### config.mk
export PLATFORM = sky130hd
export DESIGN_NAME = line_centroid_pid_steering
export DESIGN_NICKNAME = d
export VERILOG_FILES = /design/src/sv/lcps_pkg.sv /design/src/sv/lcps_regs.sv /design/src/sv/lcps_ctrl.sv /design/src/sv/lcps_dp.sv /design/src/sv/line_centroid_pid_steering.sv
export SDC_FILE = /design/constraint.sdc
export NUM_CORES = 1
export LEC_CHECK = 0
export BUFFER_PORTS_ARGS = -buffer_cell sky130_fd_sc_hd__buf_2
export CAP_MARGIN = 0
export CORE_ASPECT_RATIO = 0.75
export CORE_MARGIN = 2
export CORE_UTILIZATION = 60
export CTS_CLUSTER_DIAMETER = 80
export CTS_CLUSTER_SIZE = 12
export DETAILED_ROUTE_END_ITERATION = 8
export GPL_TIMING_DRIVEN = 0
export PLACE_DENSITY_LB_ADDON = 0.2
export REMOVE_ABC_BUFFERS = 1
export SLEW_MARGIN = 20
export SYNTH_ARGS = -nofsm -noshare
export SYNTH_HDL_FRONTEND = slang
export SYNTH_HIERARCHICAL = 1
export SYNTH_SLANG_ARGS = --single-unit
### constraint.sdc
create_clock -name clk -period 9.25 [get_ports clk]
set_input_delay 1.85 -clock clk [delete_from_list [all_inputs] [get_ports clk]]
set_output_delay 1.85 -clock clk [all_outputs]
set_load 0.01 [all_outputs]
### src/sv/lcps_pkg.sv
// ----------------------------------------------------------------------------
// lcps_pkg
// Shared types, constants and helpers for the line centroid PID steering block.
// ----------------------------------------------------------------------------
package lcps_pkg;

	localparam int SENSOR_W = 8;
	localparam int SPEED_W  = 8;
	localparam int GAIN_W   = 8;
	localparam int ERR_W    = 4;
	localparam int INTEG_W  = 24;
	localparam int PID_W    = 26;
	localparam int VAL_W    = 27;
	localparam int ADDR_W   = 5;
	localparam int DATA_W   = 32;
	localparam int IN_W     = 16;
	localparam int OUT_W    = 24;

	localparam logic [SENSOR_W-1:0] ALL_SENSORS = 8'hFF;
	localparam logic [3:0] LINE_CENTRE = 4'd3;
	localparam logic signed [INTEG_W-1:0] INTEG_MAX = 24'sh7FFFFF;
	localparam logic signed [INTEG_W-1:0] INTEG_MIN = -24'sh800000;
	localparam logic [SPEED_W-1:0] HELD_SPEED_RST = 8'd180;

	localparam logic [GAIN_W-1:0]  GAIN_P_RST    = 8'd4;
	localparam logic [GAIN_W-1:0]  GAIN_I_RST    = 8'd0;
	localparam logic [GAIN_W-1:0]  GAIN_D_RST    = 8'd1;
	localparam logic [SPEED_W-1:0] MIN_SPEED_RST = 8'd105;
	localparam logic [SPEED_W-1:0] MAX_SPEED_RST = 8'd255;

	typedef enum logic [2:0] {
		REG_GAIN_P    = 3'd0,
		REG_GAIN_I    = 3'd1,
		REG_GAIN_D    = 3'd2,
		REG_MIN_SPEED = 3'd3,
		REG_MAX_SPEED = 3'd4
	} reg_idx_t;

	typedef struct packed {
		logic [GAIN_W-1:0]  gain_p;
		logic [GAIN_W-1:0]  gain_i;
		logic [GAIN_W-1:0]  gain_d;
		logic [SPEED_W-1:0] min_speed;
		logic [SPEED_W-1:0] max_speed;
	} cfg_t;

	typedef struct packed {
		logic accept;
		logic cent;
		logic mult;
		logic accum;
		logic finish;
	} ctrl_cmd_t;

	typedef struct packed {
		logic out_free;
	} dp_status_t;

	// raise to lo first, then lower to hi
	function automatic logic [SPEED_W-1:0] clamp_speed(
		input logic signed [VAL_W-1:0] v,
		input logic [SPEED_W-1:0] lo,
		input logic [SPEED_W-1:0] hi
	);
		logic signed [VAL_W-1:0] lo_e;
		logic signed [VAL_W-1:0] hi_e;
		logic signed [VAL_W-1:0] r;
		lo_e = VAL_W'({1'b0, lo});
		hi_e = VAL_W'({1'b0, hi});
		r = v;
		if (r < lo_e) r = lo_e;
		if (r > hi_e) r = hi_e;
		return r[SPEED_W-1:0];
	endfunction

endpackage

### src/sv/lcps_regs.sv
// ----------------------------------------------------------------------------
// lcps_regs
// Configuration register file behind an APB-style port.
// ----------------------------------------------------------------------------
module lcps_regs (
	input  logic                       clk,
	input  logic                       arst_n,
	input  logic                       psel,
	input  logic                       penable,
	input  logic                       pwrite,
	input  logic [lcps_pkg::ADDR_W-1:0] paddr,
	input  logic [lcps_pkg::DATA_W-1:0] pwdata,
	output logic [lcps_pkg::DATA_W-1:0] prdata,
	output logic                       pready,
	output lcps_pkg::cfg_t             cfg
);
	import lcps_pkg::*;

	cfg_t       cfg_q;
	logic       wr_en;
	logic [2:0] idx;

	assign pready = 1'b1;
	assign wr_en  = psel & penable & pwrite & pready;
	assign idx    = paddr[ADDR_W-1:2];
	assign cfg    = cfg_q;

	always_ff @(posedge clk or negedge arst_n) begin
		if (!arst_n) begin
			cfg_q.gain_p    <= GAIN_P_RST;
			cfg_q.gain_i    <= GAIN_I_RST;
			cfg_q.gain_d    <= GAIN_D_RST;
			cfg_q.min_speed <= MIN_SPEED_RST;
			cfg_q.max_speed <= MAX_SPEED_RST;
		end else if (wr_en) begin
			unique case (idx)
				REG_GAIN_P:    cfg_q.gain_p    <= pwdata[GAIN_W-1:0];
				REG_GAIN_I:    cfg_q.gain_i    <= pwdata[GAIN_W-1:0];
				REG_GAIN_D:    cfg_q.gain_d    <= pwdata[GAIN_W-1:0];
				REG_MIN_SPEED: cfg_q.min_speed <= pwdata[SPEED_W-1:0];
				REG_MAX_SPEED: cfg_q.max_speed <= pwdata[SPEED_W-1:0];
				default: ;
			endcase
		end
	end

	always_comb begin
		prdata = '0;
		unique case (idx)
			REG_GAIN_P:    prdata = DATA_W'(cfg_q.gain_p);
			REG_GAIN_I:    prdata = DATA_W'(cfg_q.gain_i);
			REG_GAIN_D:    prdata = DATA_W'(cfg_q.gain_d);
			REG_MIN_SPEED: prdata = DATA_W'(cfg_q.min_speed);
			REG_MAX_SPEED: prdata = DATA_W'(cfg_q.max_speed);
			default:       prdata = '0;
		endcase
	end

endmodule

### src/sv/lcps_ctrl.sv
// ----------------------------------------------------------------------------
// lcps_ctrl
// Sequencer: accept, centroid, multiply, accumulate, result.
// ----------------------------------------------------------------------------
module lcps_ctrl (
	input  logic                 clk,
	input  logic                 arst_n,
	input  logic                 in_valid,
	output logic                 in_ready,
	input  lcps_pkg::dp_status_t status,
	output lcps_pkg::ctrl_cmd_t  cmd
);
	import lcps_pkg::*;

	typedef enum logic [4:0] {
		ST_IDLE  = 5'b00001,
		ST_CENT  = 5'b00010,
		ST_MULT  = 5'b00100,
		ST_ACCUM = 5'b01000,
		ST_DONE  = 5'b10000
	} state_t;

	state_t state_q;
	state_t state_d;

	assign in_ready = (state_q == ST_IDLE);

	always_comb begin
		cmd        = '0;
		cmd.accept = (state_q == ST_IDLE) && in_valid;
		cmd.cent   = (state_q == ST_CENT);
		cmd.mult   = (state_q == ST_MULT);
		cmd.accum  = (state_q == ST_ACCUM);
		cmd.finish = (state_q == ST_DONE) && status.out_free;
	end

	always_comb begin
		state_d = state_q;
		unique case (state_q)
			ST_IDLE:  if (in_valid) state_d = ST_CENT;
			ST_CENT:  state_d = ST_MULT;
			ST_MULT:  state_d = ST_ACCUM;
			ST_ACCUM: state_d = ST_DONE;
			ST_DONE:  if (status.out_free) state_d = ST_IDLE;
			default:  state_d = ST_IDLE;
		endcase
	end

	always_ff @(posedge clk or negedge arst_n) begin
		if (!arst_n) begin
			state_q <= ST_IDLE;
		end else begin
			state_q <= state_d;
		end
	end

	a_accept_starts: assert property (@(posedge clk) disable iff (!arst_n)
		cmd.accept |=> state_q == ST_CENT)
		else $error("accepted item did not start the centroid step");

	a_done_holds: assert property (@(posedge clk) disable iff (!arst_n)
		(state_q == ST_DONE) && !status.out_free |=> state_q == ST_DONE)
		else $error("result step left while the output register was full");

	a_no_accept_busy: assert property (@(posedge clk) disable iff (!arst_n)
		(state_q != ST_IDLE) |-> !cmd.accept)
		else $error("item accepted while an item is in flight");

endmodule

### src/sv/lcps_dp.sv
// ----------------------------------------------------------------------------
// lcps_dp
// Datapath: run flag, centroid error, PID terms, speed clamp, output register.
// ----------------------------------------------------------------------------
module lcps_dp (
	input  logic                          clk,
	input  logic                          arst_n,
	input  lcps_pkg::cfg_t                cfg,
	input  lcps_pkg::ctrl_cmd_t           cmd,
	output lcps_pkg::dp_status_t          status,
	input  logic [lcps_pkg::SENSOR_W-1:0] in_bits,
	input  logic                          in_toggle,
	output logic                          out_valid,
	input  logic                          out_ready,
	output logic                          out_running,
	output logic [lcps_pkg::SPEED_W-1:0]  out_speed_a,
	output logic [lcps_pkg::SPEED_W-1:0]  out_speed_b,
	output logic signed [lcps_pkg::ERR_W-1:0] out_line_error,
	output logic                          out_line_lost
);
	import lcps_pkg::*;

	// persistent state
	logic                        run_q;
	logic signed [INTEG_W-1:0]   integral_q;
	logic signed [ERR_W-1:0]     prev_err_q;
	logic [SPEED_W-1:0]          held_a_q;
	logic [SPEED_W-1:0]          held_b_q;

	// per-item working registers
	logic [SENSOR_W-1:0]         bits_q;
	logic signed [ERR_W-1:0]     err_q;
	logic                        lost_q;
	logic signed [12:0]          pprod_q;
	logic signed [12:0]          iprod_q;
	logic signed [13:0]          dprod_q;
	logic signed [PID_W-1:0]     pid_q;

	// output register
	logic                        out_valid_q;
	logic                        out_running_q;
	logic [SPEED_W-1:0]          out_a_q;
	logic [SPEED_W-1:0]          out_b_q;
	logic signed [ERR_W-1:0]     out_err_q;
	logic                        out_lost_q;

	logic                        run_next;
	logic [3:0]                  cnt;
	logic [4:0]                  sum;
	logic [6:0]                  ge;
	logic [2:0]                  quot;
	logic signed [ERR_W-1:0]     err_d;
	logic signed [4:0]           diff;
	logic signed [INTEG_W:0]     integ_raw;
	logic signed [INTEG_W-1:0]   integ_sat;
	logic signed [PID_W-1:0]     pid_d;
	logic [SPEED_W:0]            mid_sum;
	logic signed [VAL_W-1:0]     mid_e;
	logic [SPEED_W-1:0]          speed_a;
	logic [SPEED_W-1:0]          speed_b;

	assign run_next = (run_q ^ in_toggle) & (in_bits != ALL_SENSORS);

	// centroid: popcount, index sum and a quotient by compare against multiples
	always_comb begin
		cnt = '0;
		sum = '0;
		for (int i = 0; i < SENSOR_W; i++) begin
			cnt = cnt + 4'(bits_q[i]);
			sum = sum + (bits_q[i] ? 5'(i) : 5'd0);
		end
		for (int k = 1; k < SENSOR_W; k++) begin
			ge[k-1] = (6'(k) * 6'(cnt)) <= 6'(sum);
		end
		quot = 3'($countones(ge));
		if (cnt == '0) begin
			err_d = prev_err_q;
		end else begin
			err_d = signed'(4'({1'b0, quot}) - LINE_CENTRE);
		end
	end

	assign diff = 5'(err_q) - 5'(prev_err_q);

	// saturating integral, then the PID sum
	always_comb begin
		integ_raw = 25'(integral_q) + 25'(iprod_q);
		if (integ_raw > 25'(INTEG_MAX)) begin
			integ_sat = INTEG_MAX;
		end else if (integ_raw < 25'(INTEG_MIN)) begin
			integ_sat = INTEG_MIN;
		end else begin
			integ_sat = integ_raw[INTEG_W-1:0];
		end
		pid_d = PID_W'(integ_sat) + PID_W'(pprod_q) + PID_W'(dprod_q);
	end

	assign mid_sum = {1'b0, cfg.min_speed} + {1'b0, cfg.max_speed};
	assign mid_e   = VAL_W'({1'b0, mid_sum[SPEED_W:1]});
	assign speed_a = clamp_speed(mid_e - VAL_W'(pid_q), cfg.min_speed, cfg.max_speed);
	assign speed_b = clamp_speed(mid_e + VAL_W'(pid_q), cfg.min_speed, cfg.max_speed);

	always_ff @(posedge clk) begin
		if (cmd.accept) begin
			bits_q <= in_bits;
		end
		if (cmd.cent) begin
			err_q  <= err_d;
			lost_q <= (cnt == '0);
		end
		if (cmd.mult) begin
			pprod_q <= 13'(signed'({1'b0, cfg.gain_p})) * 13'(err_q);
			iprod_q <= 13'(signed'({1'b0, cfg.gain_i})) * 13'(err_q);
			dprod_q <= 14'(signed'({1'b0, cfg.gain_d})) * 14'(diff);
		end
		if (cmd.accum) begin
			pid_q <= pid_d;
		end
		if (cmd.finish) begin
			out_running_q <= run_q;
			out_a_q       <= run_q ? speed_a : held_a_q;
			out_b_q       <= run_q ? speed_b : held_b_q;
			out_err_q     <= run_q ? err_q : '0;
			out_lost_q    <= run_q & lost_q;
		end
	end

	always_ff @(posedge clk or negedge arst_n) begin
		if (!arst_n) begin
			run_q       <= 1'b0;
			integral_q  <= '0;
			prev_err_q  <= '0;
			held_a_q    <= HELD_SPEED_RST;
			held_b_q    <= HELD_SPEED_RST;
			out_valid_q <= 1'b0;
		end else begin
			if (cmd.accept) begin
				run_q <= run_next;
			end
			if (cmd.accum && run_q) begin
				integral_q <= integ_sat;
				prev_err_q <= err_q;
			end
			if (cmd.finish && run_q) begin
				held_a_q <= speed_a;
				held_b_q <= speed_b;
			end
			if (cmd.finish) begin
				out_valid_q <= 1'b1;
			end else if (out_ready) begin
				out_valid_q <= 1'b0;
			end
		end
	end

	assign status.out_free = !out_valid_q || out_ready;
	assign out_valid       = out_valid_q;
	assign out_running     = out_running_q;
	assign out_speed_a     = out_a_q;
	assign out_speed_b     = out_b_q;
	assign out_line_error  = out_err_q;
	assign out_line_lost   = out_lost_q;

	a_stopped_holds_state: assert property (@(posedge clk) disable iff (!arst_n)
		cmd.accum && !run_q |=> $stable(integral_q) && $stable(prev_err_q))
		else $error("PID state changed while stopped");

	a_finish_sets_valid: assert property (@(posedge clk) disable iff (!arst_n)
		cmd.finish |=> out_valid_q)
		else $error("finished result not presented");

	a_stopped_result_quiet: assert property (@(posedge clk) disable iff (!arst_n)
		cmd.finish && !run_q |=> out_err_q == '0 && !out_lost_q)
		else $error("stopped result carries an error or line loss");

endmodule

### src/sv/line_centroid_pid_steering.sv
// ----------------------------------------------------------------------------
// line_centroid_pid_steering
// Line-sensor centroid error, PID with saturating integral, clamped motor speeds.
//
//   channel   dir  handshake              payload
//   s_axis    in   tvalid/tready          sensor_bits, toggle_run
//   m_axis    out  tvalid/tready          running, speed_a, speed_b, line_error,
//                                         line_lost
//   apb       in   psel/penable/pready    gain_p, gain_i, gain_d, min_speed,
//                                         max_speed at 0x00..0x10
//
// an item passes accept, centroid, multiply, accumulate, clamp/result in that order;
// the result register loads in the clamp/result step, and the sequencer handles
// one item at a time, so the next transfer is taken the cycle after the
// result is loaded
// the result sits in an output register; a stall there holds the last step
// reset clears the run flag, integral and previous error and sets the held speeds to 180
// ----------------------------------------------------------------------------
module line_centroid_pid_steering (
	input  logic        clk,
	input  logic        arst_n,
	input  logic        s_axis_tvalid,
	output logic        s_axis_tready,
	// [7:0] sensor_bits, [8] toggle_run, [15:9] zero
	input  logic [lcps_pkg::IN_W-1:0]  s_axis_tdata,
	output logic        m_axis_tvalid,
	input  logic        m_axis_tready,
	// [0] running, [8:1] speed_a, [16:9] speed_b, [20:17] line_error,
	// [21] line_lost, [23:22] zero
	output logic [lcps_pkg::OUT_W-1:0] m_axis_tdata,
	input  logic        psel,
	input  logic        penable,
	input  logic        pwrite,
	input  logic [lcps_pkg::ADDR_W-1:0] paddr,
	input  logic [lcps_pkg::DATA_W-1:0] pwdata,
	output logic [lcps_pkg::DATA_W-1:0] prdata,
	output logic        pready
);
	import lcps_pkg::*;

	cfg_t       cfg;
	ctrl_cmd_t  cmd;
	dp_status_t status;

	logic                     out_running;
	logic [SPEED_W-1:0]       out_speed_a;
	logic [SPEED_W-1:0]       out_speed_b;
	logic signed [ERR_W-1:0]  out_line_error;
	logic                     out_line_lost;

	lcps_regs u_regs (
		.clk     (clk),
		.arst_n  (arst_n),
		.psel    (psel),
		.penable (penable),
		.pwrite  (pwrite),
		.paddr   (paddr),
		.pwdata  (pwdata),
		.prdata  (prdata),
		.pready  (pready),
		.cfg     (cfg)
	);

	lcps_ctrl u_ctrl (
		.clk      (clk),
		.arst_n   (arst_n),
		.in_valid (s_axis_tvalid),
		.in_ready (s_axis_tready),
		.status   (status),
		.cmd      (cmd)
	);

	lcps_dp u_dp (
		.clk            (clk),
		.arst_n         (arst_n),
		.cfg            (cfg),
		.cmd            (cmd),
		.status         (status),
		.in_bits        (s_axis_tdata[SENSOR_W-1:0]),
		.in_toggle      (s_axis_tdata[SENSOR_W]),
		.out_valid      (m_axis_tvalid),
		.out_ready      (m_axis_tready),
		.out_running    (out_running),
		.out_speed_a    (out_speed_a),
		.out_speed_b    (out_speed_b),
		.out_line_error (out_line_error),
		.out_line_lost  (out_line_lost)
	);

	assign m_axis_tdata = {2'b00, out_line_lost, out_line_error, out_speed_b,
		out_speed_a, out_running};

endmodule
* Word level (Yosys, flattened, before mapping) *
Cells that the tools add are included.

storage, ports and cells
  output and inout port bits = 59
  bits of input ports = 60
  bits in registers = 192

operators by class
  equal/unequal tests = 12
  multiplexer cells = 22
  $mul = 7
  bitwise operators = 5
  reduce and logical (&&, ||, !) cells = 15
  add/subtract/negate cells = 27
  $lt $le $gt $ge = 13

operators with widths
  operator              count
  $gt 27x9->1           2
  $lt 27x9->1           2
  $mux 27               2
  $add 24x13->25        2
  $mux 24               2
  $pmux 8 s5            1
  $mux 8                4
  $add 5x5->5           6
  $le 6x5->1            5
  $add 9x26->27         1
  $sub 9x26->27         1
  $add 25x14->26        1
  $mul 9x4->13          2
  $gt 25x24->1 const B  1
  $lt 25x24->1 const B  1
  $pmux 5 s5            1
  $add 4x1->4           6
  $mul 9x5->14          1
  $mul 3x4->6 const A   2
  $mux 3                4
  $reduce_and 2->1      6
  $mux 5                2
  $add 8x8->9           1
  $add 1x1->2           4
  other kinds (30)      41

* Longest topological paths before layout *
  depth after elaboration = 14
  gate-level depth with buffers = 34
  mapped depth without buffers = 33

* Cells and area by module *
The synthesis kept the hierarchy.

modules (own cells, without submodules)
  module                      cells an instance  sequential area each (µm²)  area each (µm²)  times used
  lcps_dp                     1,733              4,194.0                     16,248.1         1
  lcps_regs                   158                1,018.5                     2,135.8          1
  lcps_ctrl                   34                 126.4                       301.5            1
  line_centroid_pid_steering  5                  0.0                         33.8             1

* Worst setup path after synthesis *
OpenSTA, ideal clock, no wires.

  path kind = flip-flop to flip-flop
  from = reg u_regs.cfg_q (netlist bit u_regs/cfg[1])
  to = reg u_dp.out_b_q[7] (netlist: u_dp/out_speed_b[7]), data pin
  setup slack = 2,103 ps
  required time = 8,972 ps
  arrival = 6,869 ps
  cell stages (with the launch flop) = 35
  period minus slack after synthesis = 7,147 ps
  library setup time = 278 ps
  path through = dfstp_2 -> inv_1 -> fa_1 -> inv_1 -> a21oi_1 -> o21ai_0 -> a21oi_1 -> nor2_1 -> nor2_1 -> xnor2_1 -> ha_1 -> clkbuf_1 -> nor3b_1 -> or3_1 -> a21oi_2 -> mux2_2 -> nor4_1 -> nand4_1 -> nor2_1 -> or4b_2 -> a21oi_1 -> ha_1 -> mux2i_1 -> inv_1 -> ha_1 -> nor2b_1 -> o21a_1 -> o21ai_0 -> a21oi_1 -> o31a_1 -> a2bb2oi_1 -> nor4_1 -> clkbuf_1 -> or4_1 -> o311ai_0

on the way
  cells in the longest elaborated chain, start to end = 7

RTL lines
  item                  RTL line         RTL
  from (decl)           lcps_regs.sv:19  cfg_t cfg_q;
  $add 8x8->9           lcps_dp.sv:98    assign mid_sum = {1'b0, cfg.min_speed} + {1'b0, cfg.max_speed};
  $add 9x26->27         lcps_dp.sv:101   assign speed_b = clamp_speed(mid_e + VAL_W'(pid_q), cfg.min_speed, cfg.max_speed);
  $lt 27x9->1           lcps_pkg.sv:71   if (r < lo_e) r = lo_e;
  $mux 27               lcps_pkg.sv:71
  $gt 27x9->1           lcps_pkg.sv:72   if (r > hi_e) r = hi_e;
  $mux 8 (*)            lcps_pkg.sv:72
  $mux 8 (*)            lcps_dp.sv:122   out_b_q <= run_q ? speed_b : held_b_q;
  to (signal assigned)  lcps_dp.sv:122
  to (decl)             lcps_dp.sv:43    logic [SPEED_W-1:0] out_b_q;

Mark *: on every way between the ends. The rest lies on a longest branch, timed or not.
A chain may end at the register's enable or synchronous reset.

* Worst setup path in the final report *
  from = reg u_regs.cfg_q (netlist bit u_regs/cfg[1])
  to = reg u_dp.held_b_q[0]

on the way
  cells in the longest elaborated chain, start to end = 6

RTL lines
  item                  RTL line        RTL
  $add 8x8->9           lcps_dp.sv:98
  $add 9x26->27         lcps_dp.sv:101
  $lt 27x9->1           lcps_pkg.sv:71
  $mux 27               lcps_pkg.sv:71
  $gt 27x9->1           lcps_pkg.sv:72
  $mux 8 (*)            lcps_pkg.sv:72
  to (signal assigned)  lcps_dp.sv:146  held_b_q <= speed_b;
  to (decl)             lcps_dp.sv:28   logic [SPEED_W-1:0] held_b_q;

Marks and branches as above.

==> flow_metrics.py <==
metrics = {
    "status": {
        "status": "complete, no violations",
    },
    "layout": {
        "final_common_cell": "ha_1",
        "drive_above_1_share_pct": 12.62,
        "fin_nets": 2347,
        "design_area_mm2": 0.01997,
        "multi_input_area_mm2": 0.01220,
        "final_cell_mix": "ha_1, inv_1, nor2_1, nand2_1, a21oi_1",
        "layout.area.seq_mm2": 0.005340,
        "areaGrowthSynthToFinish_pct": 6.664,
        "n_fill_cell": 2450,
        "n_antenna_cell": 0,
    },
    "detailed_routing": {
        "ant_nets": 0,
        "drt-pass1-iter-count": 5,
        "wire_per_inst_um": 19.02,
        "wl_mm": 45.12,
        "route.vias.total": 14370,
        "drt_iter0_drc": 1246,
        "vias_per_cell": 6.057,
        "drc": 0,
    },
    "yosys": {
        "synthCells": 1930,
        "async_flop_share_pct": 47.40,
        "synth_edf_count": 101,
        "ys.flop_type": "edfxtp_1",
        "synth_fa_ha_area_share_pct": 25.67,
        "synth_cell_types": 98,
        "ys_ff_latch": 192,
        "synth_top_family_by_area": "adder cells",
        "yosysSeqAreaShare_pct": 28.52,
        "synth_compound_area_share_pct": 15.92,
        "syn-cell-area_mm2": 0.01872,
        "avgSynthCellArea_um2": 9.699,
        "ys.warnings.count": 6,
        "synth-xor-area-share_pct": 4.211,
        "synth-simple-area-share_pct": 14.46,
        "synth_mux_area_share_pct": 4.004,
    },
    "clock_network": {
        "holdBufCountCts": 0,
        "clk_pin_slew_ps": 80,
        "cts_max_level": 4,
        "cts.sinks": 192,
        "cts_tree": "built",
        "clock_latency_ps": 470,
        "clock_path_buffers": 2,
        "cts_made_buffers": 17,
        "cts_root_buf": "clkbuf_16",
    },
    "die": {
        "start_util_pct": 61.54,
        "die_area_mm2": 0.03264,
        "io_pins": 119,
        "die_h_um": 157.0,
        "core-area_mm2": 0.03042,
        "die_w_um": 208.0,
        "num_rows": 55,
    },
    "global_route": {
        "grt_max_degree": 48,
        "grt_pass1_wl_mm": 74.66,
        "grt.total_usage_pct": 28.66,
        "grt.overflow.total": 0,
        "grt_pass1_vias": 14180,
        "antenna_found_initial": 0,
    },
    "sta": {
        "setup_ws_ps": 541.3,
        "final.setup.tns_ps": 0,
        "finalSetupViolCount": 0,
        "hold_viol": 0,
        "clock_skew_ps": 17.87,
        "rsz0062_at_grt": "false",
        "drv_slew": 0,
        "slew_headroom_pct": 32.37,
        "whs_ps": 491.8,
        "period_minus_slack_ps": 8709,
        "tightest_slew_ps": 1007,
        "fmax_mhz": 114.8,
        "fin_crit_sh_pct": 94.15,
    },
    "worst_setup_path": {
        "crit_type": "reg -> reg",
        "start_kind": "flop",
        "crit_top_cell": "a21oi_1",
        "critPathMaxFanout": 13,
        "arrival_ps": 9040,
        "worst_path_largest_cell_delay_ps": 660,
        "crit_required_ps": 9580,
        "crit_slowest_cell": "or4b_2",
        "crit_path_end_kind": "flop",
    },
    "job": {
        "maxCapViolations": 0,
    },
    "placement": {
        "io_buffers": 58,
        "routabilityCongestion": 0.8912,
        "place_hpwl_mm": 35.07,
        "placed_area_mm2": 0.01928,
        "dp_worst_setup_slack_ps": -219.6,
    },
    "worst_hold_path": {
        "hold_path_class": "reg -> reg",
    },
}
routing by layer:
layer | vias to the layer above | track usage, % | wire, um
met3 | 40 | 4.848 | 3338
met2 | 489 | 42.64 | 19160
met5 | - | 0 | 0
li1 | 6851 | - | -
met1 | 6987 | 43.78 | 21970
met4 | 0 | 6.383 | 650
per-stage QoR:
stage / std cells / util (%)
finish: 2372 / 65.64
global route: 2372 / 65.64
CTS: 2369 / 65.45
detailed placement: 2337 / 63.38
global placement: 2320 / 62.76
floorplan: 1863 / -
cell families (layout without fill, tap and decap cells):
family | count (synthesis) | after routing
adders and majority gates | 327 | 327
other | 3 | 27
buffers and inverters | 312 | 331
muxes | 65 | 65
AOI/OAI and AO/OA | 430 | 430
DFF | 192 | 192
xor gates and xnor gates | 90 | 90
and+or+nand+nor | 511 | 511
cells in the mapped netlist, types with 6 or more instances:
cell type | n | area share, %
a32oi_1 | 8 | 0.37
o21a_1 | 18 | 0.72
a21o_1 | 57 | 2.3
xor2_1 | 23 | 1.1
o21bai_1 | 14 | 0.56
nor3_1 | 22 | 0.59
a21oi_1 | 106 | 2.8
dfstp_2 | 23 | 3.2
mux2_4 | 8 | 0.64
clkbuf_1 | 46 | 0.92
nor3b_1 | 6 | 0.24
o221ai_1 | 14 | 0.66
a22oi_1 | 8 | 0.32
or4_1 | 13 | 0.52
mux2_2 | 47 | 2.8
nand4_1 | 23 | 0.77
edfxtp_1 | 101 | 16
a311oi_1 | 14 | 0.66
nor2_1 | 130 | 2.6
dfrtp_1 | 68 | 9.1
nand2b_1 | 28 | 0.94
nand3_1 | 26 | 0.70
nor2b_1 | 26 | 0.87
xnor2_1 | 67 | 3.1
or3_1 | 15 | 0.50
nor4_1 | 8 | 0.27
inv_1 | 217 | 4.4
mux2i_1 | 10 | 0.53
nand2_1 | 110 | 2.2
or2_2 | 15 | 0.50
a211oi_1 | 8 | 0.32
a31oi_1 | 13 | 0.43
ha_1 | 232 | 16
o31ai_1 | 10 | 0.40
o21ai_0 | 65 | 1.7
a211o_1 | 7 | 0.33
buf_4 | 33 | 1.3
a21boi_0 | 9 | 0.36
and2_1 | 47 | 1.6
fa_1 | 95 | 10
o211ai_1 | 18 | 0.72
and3_1 | 9 | 0.30
state kept, by name (all words and copies together), names as in the netlist:
signal	count
u_regs/cfg	40
u_dp/pid_q	26
u_dp/integral_q	24
u_dp/dprod_q	14
u_dp/iprod_q	13
u_dp/pprod_q	13
u_dp/bits_q	8
u_dp/held_a_q	8
u_dp/held_b_q	8
u_dp/out_speed_a	8
u_dp/out_speed_b	8
u_ctrl/state_q	5
u_dp/err_q	4
u_dp/out_line_error	4
u_dp/prev_err_q	4
u_dp/lost_q	1
u_dp/out_line_lost	1
u_dp/out_running	1
u_dp/out_valid	1
u_dp/run_q	1
path summary, 6_finish.rpt:
| path | startpoint | endpoint | slack [ps] | cells after the start |
|---|---|---|---|---|
| min in group asynchronous | arst_n | u_dp/integral_q[19] | 1300 | 1 |
| setup reg to reg | u_regs/cfg[1] | u_dp/held_b_q[0] | 540 | 34 |
| setup / recovery | u_regs/cfg[1] | u_dp/held_b_q[0] | 540 | 34 |
| hold reg to reg | u_dp/held_b_q[4] | u_dp/held_b_q[4] | 490 | 2 |
| hold / removal | u_dp/held_b_q[4] | u_dp/held_b_q[4] | 490 | 2 |
| max in group asynchronous | arst_n | u_ctrl/state_q[0] | 7270 | 2 |
final cells by class:
cell class,count,share of cell area (%)
clock buffers,18,2.256
well taps,399,2.500
clock inverters,14,0.8773
inverters,221,4.155
flip-flops and latches,192,26.75
repair buffers,78,2.344
multi-input cells,1450,61.12
critical path: cells and delay by family (launching register included):
kind            cells  cell delay, ps
compound gates     11            1760
flops               1             600
buf+inv             5             700
fa+ha+maj           4            1570
xor+xnor            1             220
simple gates       11            2870
mux                 2             830
timing repair:
item / in CTS / in global routing
pin swaps: 0 / 1
endpoints found under the setup margin: 12 / 15
resized for setup: 1 / 7
setup buffers: 0 / 3
Power is left out: the tool's default activity adds up to more than one toggle a clock period on the data nets, which glitch-free logic cannot reach.
